<file path="src/hw/rtl/plsc_ram.sv">
// Generic single-write, single-read RAM with registered read data.
module plsc_ram #(
  parameter int WIDTH = 8,
  parameter int DEPTH = 16,
  localparam int AW = (DEPTH > 1) ? $clog2(DEPTH) : 1
) (
  input  logic             clk,
  input  logic             we,
  input  logic [AW-1:0]    waddr,
  input  logic [WIDTH-1:0] wdata,
  input  logic             re,
  input  logic [AW-1:0]    raddr,
  output logic [WIDTH-1:0] rdata
);

  logic [WIDTH-1:0] mem [DEPTH];

  // Write port
  always_ff @(posedge clk) begin
    if (we) begin
      mem[waddr] <= wdata;
    end
  end

  // Registered read port
  always_ff @(posedge clk) begin
    if (re) begin
      rdata <= mem[raddr];
    end
  end

endmodule

</file>
<file path="config.mk">
export PLATFORM = sky130hd
export DESIGN_NAME = plsc_ram
export DESIGN_NICKNAME = d
export VERILOG_FILES = /design/src/hw/rtl/plsc_ram.sv
export SDC_FILE = /design/constraint.sdc
export NUM_CORES = 1
export LEC_CHECK = 0
export BUFFER_PORTS_ARGS = -buffer_cell sky130_fd_sc_hd__buf_2
export CAP_MARGIN = 20
export CORE_MARGIN = 5
export CORE_UTILIZATION = 60
export DETAILED_ROUTE_END_ITERATION = 10
export PLACE_DENSITY = 0.86
export SLEW_MARGIN = 20
export SYNTH_ARGS = -nofsm -noshare
export SYNTH_HDL_FRONTEND = slang
export SYNTH_SLANG_ARGS = --single-unit
</file>
<file path="constraint.sdc">
create_clock -name clk -period 2.5 [get_ports clk]
set_input_delay 0.625 -clock clk [delete_from_list [all_inputs] [get_ports clk]]
set_output_delay 0.625 -clock clk [all_outputs]
set_load 0.01 [all_outputs]
</file>
## Word level (Yosys, flattened, before mapping)

Memory sizes are Yosys's and may differ from the RTL's. A register that Yosys moved wholly into a read port is not among the register bits.
Cells that the tools add are included.

- Multiplexer cells: 2

Operator list:

| kind | count |
|---|---|
| 2-to-1 mux 1 bit | 2 |

- Word-level logic and storage cells: 3
- Input bits: 19
- Register bits after elaboration: 0
- Memories kept: 1
- RAM bits: 128
- Output and inout bits: 8

Memories:

| name | words | width | rd ports | clocked after memory_dff | wr ports | RTL line | source |
|---|---|---|---|---|---|---|---|
| mem | 16 | 8 | 1 | 1 | 1 | 16 | `logic [WIDTH-1:0] mem [DEPTH];` |

## Logic depth before layout (Yosys ltp)

Gate-level depths: netlist of run 1.

- Depth in word-level cells: 2
- Mapped depth: 5
- Gate-level depth less buffers: 3

## Worst setup path before layout of run 1

Ideal clock, no wire load.

- Kind: input to register
- Start point: input port waddr[2]
- End point: memory mem[0][0] (enable)
- Slack: 0.382 ns
- Setup time: 0.383 ns
- Buffers on the path: 0
- Required time: 2.117 ns
- Arrival: 1.735 ns
- Cell stages on the path: 2
- Cell sequence: or3b_2 nor3_1

RTL lines:

| what | RTL line | source |
|---|---|---|
| start: declaration | 9 | `input logic [AW-1:0] waddr,` |
| end: declaration | 16 |  |

No word-level cell before the write port.

==> out/results.txt, run 1 <==
status - completed
hold crit path type - in -> reg
Reg-to-Reg Start - mem[3][7]$_DFFE_PP_
yosys warns - 0
DR vias/cell - 6.23
Worst slew margin - 75.4%
Final Core Density - 71.9%
WL final - 10.2 mm
Initial Util - 60.8%
Clock Tree Buf Depth - 2
Num CTS Buffers - 17
post-route cell area - 6180 um^2
post-CTS setup buffers - 0
CTS tree - built
cell count after synthesis - 229
IO buf count - 26
vias in the first global route - 2577
Worst Setup End Kind - flip-flop
global-route wire length before repair - 15.6 mm
worst slew pin tran - 0.369 ns
worst-path fanout max - 15
Place WS - 0.222 ns
P&R area growth vs syn - 18.3%
synthesized cell area - 5230 um^2
fmax - 570 MHz
largest net degree at the start of global routing - 22
Fin Setup TNS - 0 ns
worst-skew pair later-pin latency - 0.52 ns
antenna cell count - 0
Final Setup Violations - 0
clk slew on worst S/H paths - 0.07 ns
FF+latch count, synth - 136
post-synthesis net count - 248
# rows - 34
total gr overflow - 0
via count - 2529
gpl congestion - 0.799
Max IR drop VDD - 0.000695 V
GRT Total Usage - 21.6%
initial antenna violation count - 0
r2r setup slk - 0.92 ns
Chip Width - 103 um
Final Hold Vio Count - 0
RSZ-0062 raised after global routing - no
Startpoint Class - input port
WS Path Type - in -> reg
commonest non-fill, non-tap cell in the layout - edfxtp_1
commonest non-fill, non-tap cells in the layout - 136 x edfxtp_1, 26 x buf_2, 19 x buf_4
Avg WL per Cell - 25.2 um
# resized after CTS - 0
clock sinks - 136
Mapped Avg Cell Area - 22.8 um^2
Pwr per Cell Area - 854 nW/um^2
Final Non-Filler Cells - 406
DRC - 0
clk root buf - clkbuf_8
Post-DP Area - 5590 um^2
post-synthesis cell type count - 18
Worst Hold Depth - 1
Die ar. - 10700 um^2
DR pass1 iterations - 4
Post-DP HPWL - 6.04 mm
skew final - 0.00978 ns
Arrival @ worst endpoint - 2.01 ns
Die H - 103 um
Core Region - 8590 um^2
capture point of the worst reg-to-reg path - rdata[7]$_DFFE_PP_
R2R depth - 3
final net count - 304
final antenna-violating net count - 0
Worst Path Required - 2.76 ns
final period utilization - 70.2%
placed cells - 374
min Tclk post-route - 1.75 ns
layout cells sized above 1 - 32.6%
CTS Hold Bufs - 0
Detailed Route Iter0 Violations - 187
HP Start - re
leakage - 2.11 nW
register area share after synthesis - 78.1%
IO Count - 27
max-cap viol count - 0
Final WS setup - 0.746 ns
Slew Limit Fails - 0
Hold Path End - rdata[7]$_DFFE_PP_
CTS HTree Levels - 4
==> how the worst max path moves through the flow <==
stage / to / startpoint / cells past startpoint
CTS: rdata[0]$_DFFE_PP_ / raddr[0] / 5
finish: rdata[0]$_DFFE_PP_ / raddr[0] / 5
global route: rdata[0]$_DFFE_PP_ / raddr[0] / 5
detailed placement: rdata[0]$_DFFE_PP_ / raddr[0] / 5
global placement: rdata[0]$_DFFE_PP_ / raddr[0] / 5
floorplan: mem[0][0]$_DFFE_PP_ / waddr[2] / 2
==> power by group <==
group / leakage [nW] / switching, mW / internal, mW
clock: 0.282 / 0.933 / 1.53
sequential: 1.24 / 0.0133 / 2.57
combinational: 0.593 / 0.139 / 0.103
total: 2.11 / 1.08 / 4.20
==> sequential cells by signal, summed over array words and instances, names as in the netlist <==
signal,count
mem,128
rdata,8
==> cells in the mapped netlist <==
| master | instances | area share (%) |
|---|---|---|
| edfxtp_1 | 136 | 78 |
| mux4_2 | 18 | 7.8 |
| a22oi_1 | 16 | 2.3 |
| mux4_1 | 14 | 7.0 |
| nor2_1 | 13 | 0.93 |
| nand2_1 | 9 | 0.65 |
| nor3_1 | 4 | 0.38 |
| buf_2 | 3 | 0.29 |
| buf_6 | 3 | 0.65 |
| clkdlybuf4s25_2 | 3 | 0.57 |
| nand2b_1 | 2 | 0.24 |
| nand3b_1 | 2 | 0.29 |
| and2_1 | 1 | 0.12 |
| and2b_1 | 1 | 0.14 |
| buf_4 | 1 | 0.14 |
| nand3_1 | 1 | 0.096 |
| nor2b_1 | 1 | 0.12 |
| or3b_2 | 1 | 0.17 |
==> critical path: stages <==
cell     delay, ns
buf_2         0.12
buf_4         0.29
mux4_1        0.60
a22oi_1       0.28
nand2_1       0.09
==> cell families (layout without fill, tap and decap cells) <==
logic type | Yosys count | in the layout | synth area share, %
compound gates | 16 | 16 | 2.30
buf+inv | 10 | 79 | 1.65
flops | 136 | 136 | 78.1
mux | 32 | 32 | 14.8
simple gates | 35 | 35 | 3.14
==> routing by layer <==
metal,track usage (%),share of wire (%),vias to the layer above
met1,30.6,40,1301
met3,6.71,7.7,12
met2,32.3,51,116
met5,0,0,-
li1,-,-,1100
met4,8.27,1.5,0
==> area by class of cell <==
class | instances | area [um^2]
repair buffers | 47 | 313
clock inverters | 14 | 175
clock buffers | 18 | 418
well taps | 108 | 135
flip-flops and latches | 136 | 4080
multi-input cells | 83 | 1060
fillers | 496 | 2410
==> stage by stage <==
stage,power [mW],hold slack (ns)
2_1_floorplan,2.76,0.705
3_3_place_gp,2.86,0.732
3_5_place_dp,2.87,0.745
4_1_cts,5.32,0.444
5_1_grt,5.47,0.438
6_report,5.28,0.466
No activity file was read; power rests on OpenSTA's default activity.
==> run 2, diff against run 1 <==
--- a/config.mk
+++ b/config.mk
@@ -5,12 +5,13 @@
 export SDC_FILE = /design/constraint.sdc
 export NUM_CORES = 1
 export LEC_CHECK = 0
+export ABC_AREA = 1
 export BUFFER_PORTS_ARGS = -buffer_cell sky130_fd_sc_hd__buf_2
 export CAP_MARGIN = 20
 export CORE_MARGIN = 5
-export CORE_UTILIZATION = 60
+export CORE_UTILIZATION = 61
 export DETAILED_ROUTE_END_ITERATION = 10
-export PLACE_DENSITY = 0.86
+export PLACE_DENSITY = 0.87
 export SLEW_MARGIN = 20
 export SYNTH_ARGS = -nofsm -noshare
 export SYNTH_HDL_FRONTEND = slang
==> constraint.sdc (replaced) <==
create_clock -name clk -period 1.64 [get_ports clk]
set_input_delay 0.41 -clock clk [delete_from_list [all_inputs] [get_ports clk]]
set_output_delay 0.41 -clock clk [all_outputs]
set_load 0.01 [all_outputs]
==> run 2 against run 1 <==
Net effect: clock skew about the same; utilization increased by 1.0 points; largest cell class unchanged; routed wire length increased by 29%; combinational power increased by 100%; non-clock buffer count increased by 4; synthesized cell count increased by 140%.
==> out/results.txt, run 2 <==
register area share after synthesis - 69.8%
clk root buf - clkbuf_8
Avg WL per Cell - 17.9 um
Die ar. - 11600 um^2
max FFs per register - 128
DR pass1 iterations - 5
WL final - 13.2 mm
Worst path slowest cell - edfxtp_1
leakage - 2.94 nW
Fin Setup TNS - 0 ns
fmax - 664 MHz
skew final - 0.00995 ns
vias in the first global route - 4033
Synth Flop Type - edfxtp_1
Worst Path Required - 1.23 ns
EDFF count, synth - 136
Crit. Startpoint - rdata[7]$_DFFE_PP_
P_sw - 1.78 mW
post-synthesis net count - 570
hold crit path type - in -> reg
capture point of the worst reg-to-reg path - rdata[6]$_DFFE_PP_
final period utilization - 91.8%
WS Path Type - reg -> out
commonest non-fill, non-tap cell in the layout - nand2_1
r2r setup slk - 0.48 ns
CP Depth - 1
Worst slew margin - 60.8%
Reg-to-Reg Start - mem[7][6]$_DFFE_PP_
Comb pwr share - 6.1%
Core Region - 9280 um^2
worst slew pin tran - 0.588 ns
HP Start - re
via count - 4094
IO buf count - 26
crit-path cells - buf_2
final net count - 616
Chip Width - 108 um
Top reg by flops - mem
Final Setup Violations - 0
Slew Limit Fails - 0
global-route wire length before repair - 21.2 mm
P&R area growth vs syn - 15.9%
total gr overflow - 0
gpl congestion - 0.932
most numerous cell in the Yosys netlist - nand2_1
Final Core Density - 73.0%
Startpoint Class - flip-flop
clk slew on worst S/H paths - 0.06 ns
worst-skew pair later-pin latency - 0.51 ns
min Tclk post-route - 1.51 ns
synthesized cell area - 5850 um^2
cell count after synthesis - 551
slowest stage delay, CP - 0.43 ns
internal power - 6.23 mW
sequential share of power - 49.3%
CTS Hold Bufs - 0
final antenna-violating net count - 0
largest net degree at the start of global routing - 34
layout cells sized above 1 - 13.6%
post-synthesis cell type count - 11
yosys warns - 0
initial antenna violation count - 0
largest area contributor in the netlist - edfxtp_1
CTS tree - built
Synth top cells by count - 173 x nand2_1, 136 x edfxtp_1, 100 x inv_1
Clk pwr share - 44.6%
biggest regs - mem (128), rdata (8)
DR vias/cell - 5.54
Layout fillers - 593
RSZ-0062 raised after global routing - no
Detailed Route Iter0 Violations - 450
Final Hold Vio Count - 0
CTS HTree Levels - 4
antenna cell count - 0
switch share - 22.2%
Worst Hold Depth - 1
commonest non-fill, non-tap cells in the layout - 173 x nand2_1, 136 x edfxtp_1, 100 x inv_1
IO Count - 27
top-area cell type share of the netlist area - 69.8%
Setup crit end - rdata[7]
# rows - 35
Arrival @ worst endpoint - 1.10 ns
GRT Total Usage - 24.7%
R2R depth - 6
Die H - 108 um
DRC - 0
Top delay family on crit path - flip-flops
post-CTS setup buffers - 0
# resized after CTS - 0
Max IR drop VDD - 0.000761 V
Mapped Avg Cell Area - 10.6 um^2
Clock Tree Buf Depth - 2
cells taking the most area after synthesis - edfxtp_1 70%, nand2_1 11%, nand3_1 8.3%
worst-path fanout max - 1
Pwr per Cell Area - 1180 nW/um^2
worst path bufs/invs - 1
clock sinks - 136
Num CTS Buffers - 17
Initial Util - 63.0%
FF+latch count, synth - 136
Worst Setup End Kind - output pin
Post-DP HPWL - 8.19 mm
max-cap viol count - 0
Async SR Flop Fraction - 0%
status - completed
## run 2: power by group through the flow
stage,clock [mW],sequential [mW],combinational [mW]
finish,3.57,3.95,0.490
global route,3.77,3.95,0.542
CTS,3.60,3.95,0.489
detailed placement,0,4.02,0.480
global placement,0,4.01,0.467
floorplan,0,4.01,0.275
## run 2: worst min-delay path by stage
stage                     slack, ns                   to
after floorplan                0.51  mem[0][0]$_DFFE_PP_
after global placement         0.74   rdata[4]$_DFFE_PP_
after detailed placement       0.73   rdata[4]$_DFFE_PP_
after CTS                      0.26   rdata[7]$_DFFE_PP_
after global routing           0.25   rdata[7]$_DFFE_PP_
final                          0.28   rdata[1]$_DFFE_PP_
## run 2: cell type report
class | count | area, um^2 | share of cell area (%)
Timing Repair Buffer | 51 | 368 | 5.43
Inverter | 102 | 383 | 5.65
Clock inverter | 15 | 150 | 2.22
Clock buffer | 17 | 414 | 6.11
Tap cell | 129 | 161 | 2.38
Sequential cell | 136 | 4080 | 60.3
Multi-Input combinational cell | 289 | 1210 | 17.9
## run 2: logic make-up (layout without fill, tap and decap cells)
| logic type | count (synthesis) | in the layout | synth area share, % |
|---|---|---|---|
| flops | 136 | 136 | 69.8 |
| buf+inv | 126 | 185 | 9.39 |
| simple gates | 289 | 289 | 20.8 |
## run 2: per-stage QoR
stage                     worst slack, ns  total power [mW]  instances  instance area (um^2)  hold slack, ns
after floorplan                     0.279              4.29        551                  5850           0.509
after global placement             0.0810              4.48        707                  6210           0.742
after detailed placement           0.0145              4.50        707                  6210           0.732
after CTS                           0.120              8.03        739                  6770           0.258
after global routing               0.0916              8.26        739                  6770           0.253
final                               0.134              8.00        739                  6770           0.279
## run 2: metal layers
| metal | vias up | share of wire, % | global-route usage, % |
|---|---|---|---|
| met1 | 1936 | 38 | 32.3 |
| met3 | 31 | 9.2 | 6.12 |
| met4 | 0 | 2.9 | 8.84 |
| li1 | 1875 | - | - |
| met2 | 252 | 50 | 40.4 |
| met5 | - | 0 | 0 |
==> run 3, diff against run 2 <==
--- a/config.mk
+++ b/config.mk
@@ -5,13 +5,12 @@
 export SDC_FILE = /design/constraint.sdc
 export NUM_CORES = 1
 export LEC_CHECK = 0
-export ABC_AREA = 1
 export BUFFER_PORTS_ARGS = -buffer_cell sky130_fd_sc_hd__buf_2
 export CAP_MARGIN = 20
 export CORE_MARGIN = 5
-export CORE_UTILIZATION = 61
+export CORE_UTILIZATION = 60
 export DETAILED_ROUTE_END_ITERATION = 10
-export PLACE_DENSITY = 0.87
+export PLACE_DENSITY = 0.86
 export SLEW_MARGIN = 20
 export SYNTH_ARGS = -nofsm -noshare
 export SYNTH_HDL_FRONTEND = slang
==> run 3 against run 2 <==
Net effect: clock-buffer cell count is 1 higher; sequential power hardly changed; cell area is 7.7% lower; routed wire length is 21% lower; setup slack worse by 0.046 ns; global-route usage is 2.8 points lower; critical endpoint is now rdata[2]$_DFFE_PP_.
==> out/results.txt, run 3 (synthesized netlist as in run 1, its figures left out) <==
Detailed Route Iter0 Violations - 227
worst path bufs/invs - 0
commonest non-fill, non-tap cell in the layout - edfxtp_1
Worst path slowest cell - mux4_2
Die H - 103 um
Slew Limit Fails - 0
sequential share of power - 47.6%
R2R depth - 3
Final Hold Vio Count - 0
Top delay family on crit path - multiplexers
Chip Width - 103 um
Overall Power - 8.29 mW
total gr overflow - 0
worst-skew pair later-pin latency - 0.51 ns
Avg WL per Cell - 25.5 um
Layout fillers - 479
Clk pwr share - 47.8%
commonest non-fill, non-tap cells in the layout - 136 x edfxtp_1, 26 x buf_2, 25 x mux4_2
Comb pwr share - 4.7%
Max IR drop VDD - 0.000955 V
CTS tree - built
worst-path fanout max - 1
Arrival @ worst endpoint - 1.79 ns
Clock Tree Buf Depth - 2
final antenna-violating net count - 0
Core Region - 8590 um^2
RSZ-0062 raised after global routing - no
skew final - 0.00729 ns
Worst Setup End Kind - flip-flop
final net count - 309
GRT Total Usage - 21.9%
Post-DP Area - 5630 um^2
WS Path Type - reg -> reg
final hold slack - 0.267 ns
IO buf count - 26
switch share - 19.2%
# resized after CTS - 0
antenna cell count - 0
DR vias/cell - 6.23
Top reg by flops - mem
final period utilization - 94.6%
CP Depth - 3
WL final - 10.5 mm
gpl congestion - 0.744
hold crit path type - in -> reg
DR pass1 iterations - 5
post-route cell area - 6250 um^2
leakage - 2.14 nW
IO Count - 27
Startpoint Class - flip-flop
Setup crit end - rdata[2]$_DFFE_PP_
Worst slew margin - 46.6%
Place WS - -0.354 ns
clk root buf - clkbuf_8
vias in the first global route - 2673
Initial Util - 60.8%
Fin Setup TNS - 0 ns
min Tclk post-route - 1.55 ns
fmax - 644 MHz
biggest regs - mem (128), rdata (8)
P&R area growth vs syn - 19.6%
internal power - 6.70 mW
crit-path cells - mux4_2, a22oi_1, nand2_1
# rows - 34
CTS Hold Bufs - 0
status - completed
max FFs per register - 128
largest net degree at the start of global routing - 19
Reg-to-Reg Start - mem[11][2]$_DFFE_PP_
max-cap viol count - 0
initial antenna violation count - 0
capture point of the worst reg-to-reg path - rdata[2]$_DFFE_PP_
post-CTS setup buffers - 0
Pwr per Cell Area - 1330 nW/um^2
slowest stage delay, CP - 0.50 ns
r2r setup slk - 0.09 ns
worst slew pin tran - 0.799 ns
Die ar. - 10700 um^2
Post-DP HPWL - 6.38 mm
CTS HTree Levels - 4
global-route wire length before repair - 15.9 mm
Crit. Startpoint - mem[11][2]$_DFFE_PP_
Final WS setup - 0.0880 ns
P_sw - 1.59 mW
via count - 2555
Final Setup Violations - 0
clock sinks - 136
clk slew on worst S/H paths - 0.06 ns
DRC - 0
Worst Path Required - 1.88 ns
layout cells sized above 1 - 35.8%
Num CTS Buffers - 17
-- run 3: cell count changes in the layout (fill, tap and decap cells not counted), moves of 7 or more --
cell	delta
nand2_1	-164
inv_1	-100
nand3_1	-96
mux4_2	+25
a22oi_1	+16
mux4_1	+7
-- run 3: cell type report --
| type | instances | area (um^2) | share of cell area (%) |
|---|---|---|---|
| clock buffers | 18 | 418 | 6.69 |
| flip-flops and latches | 136 | 4080 | 65.3 |
| clock inverters | 13 | 203 | 3.24 |
| well taps | 108 | 135 | 2.16 |
| multi-input cells | 83 | 1040 | 16.6 |
| repair buffers | 52 | 375 | 6.00 |
-- run 3: worst min path at each step --
stage,from,to,depth (start not counted)
global placement,mem[14][3]$_DFFE_PP_,rdata[3]$_DFFE_PP_,3
global route,re,rdata[1]$_DFFE_PP_,1
finish,re,rdata[1]$_DFFE_PP_,1
floorplan,wdata[0],mem[0][0]$_DFFE_PP_,0
CTS,re,rdata[1]$_DFFE_PP_,1
detailed placement,mem[12][0]$_DFFE_PP_,rdata[0]$_DFFE_PP_,3
-- run 3: power groups by stage --
stage	sequential (mW)	combinational [mW]	clock [mW]
2_1_floorplan	4.01	0.205	0
3_3_place_gp	4.00	0.370	0
3_5_place_dp	4.01	0.385	0
4_1_cts	3.94	0.393	4.00
5_1_grt	3.95	0.418	4.16
6_report	3.94	0.388	3.96
-- run 3: routing by layer --
| metal | vias to the layer above | global-route usage (%) | part of all wire (%) |
|---|---|---|---|
| li1 | 1098 | - | - |
| met1 | 1296 | 29.1 | 37 |
| met2 | 147 | 36.6 | 53 |
| met3 | 14 | 4.76 | 8.3 |
| met4 | 0 | 7.37 | 1.6 |
| met5 | - | 0 | 0 |
-- run 3: per-stage QoR --
| stage | std cells | util, % |
|---|---|---|
| after global placement | 379 | 65.5 |
| after detailed placement | 379 | 65.5 |
| after global routing | 410 | 72.7 |
| final | 410 | 72.7 |
| after floorplan | 229 | - |
| after CTS | 410 | 72.7 |
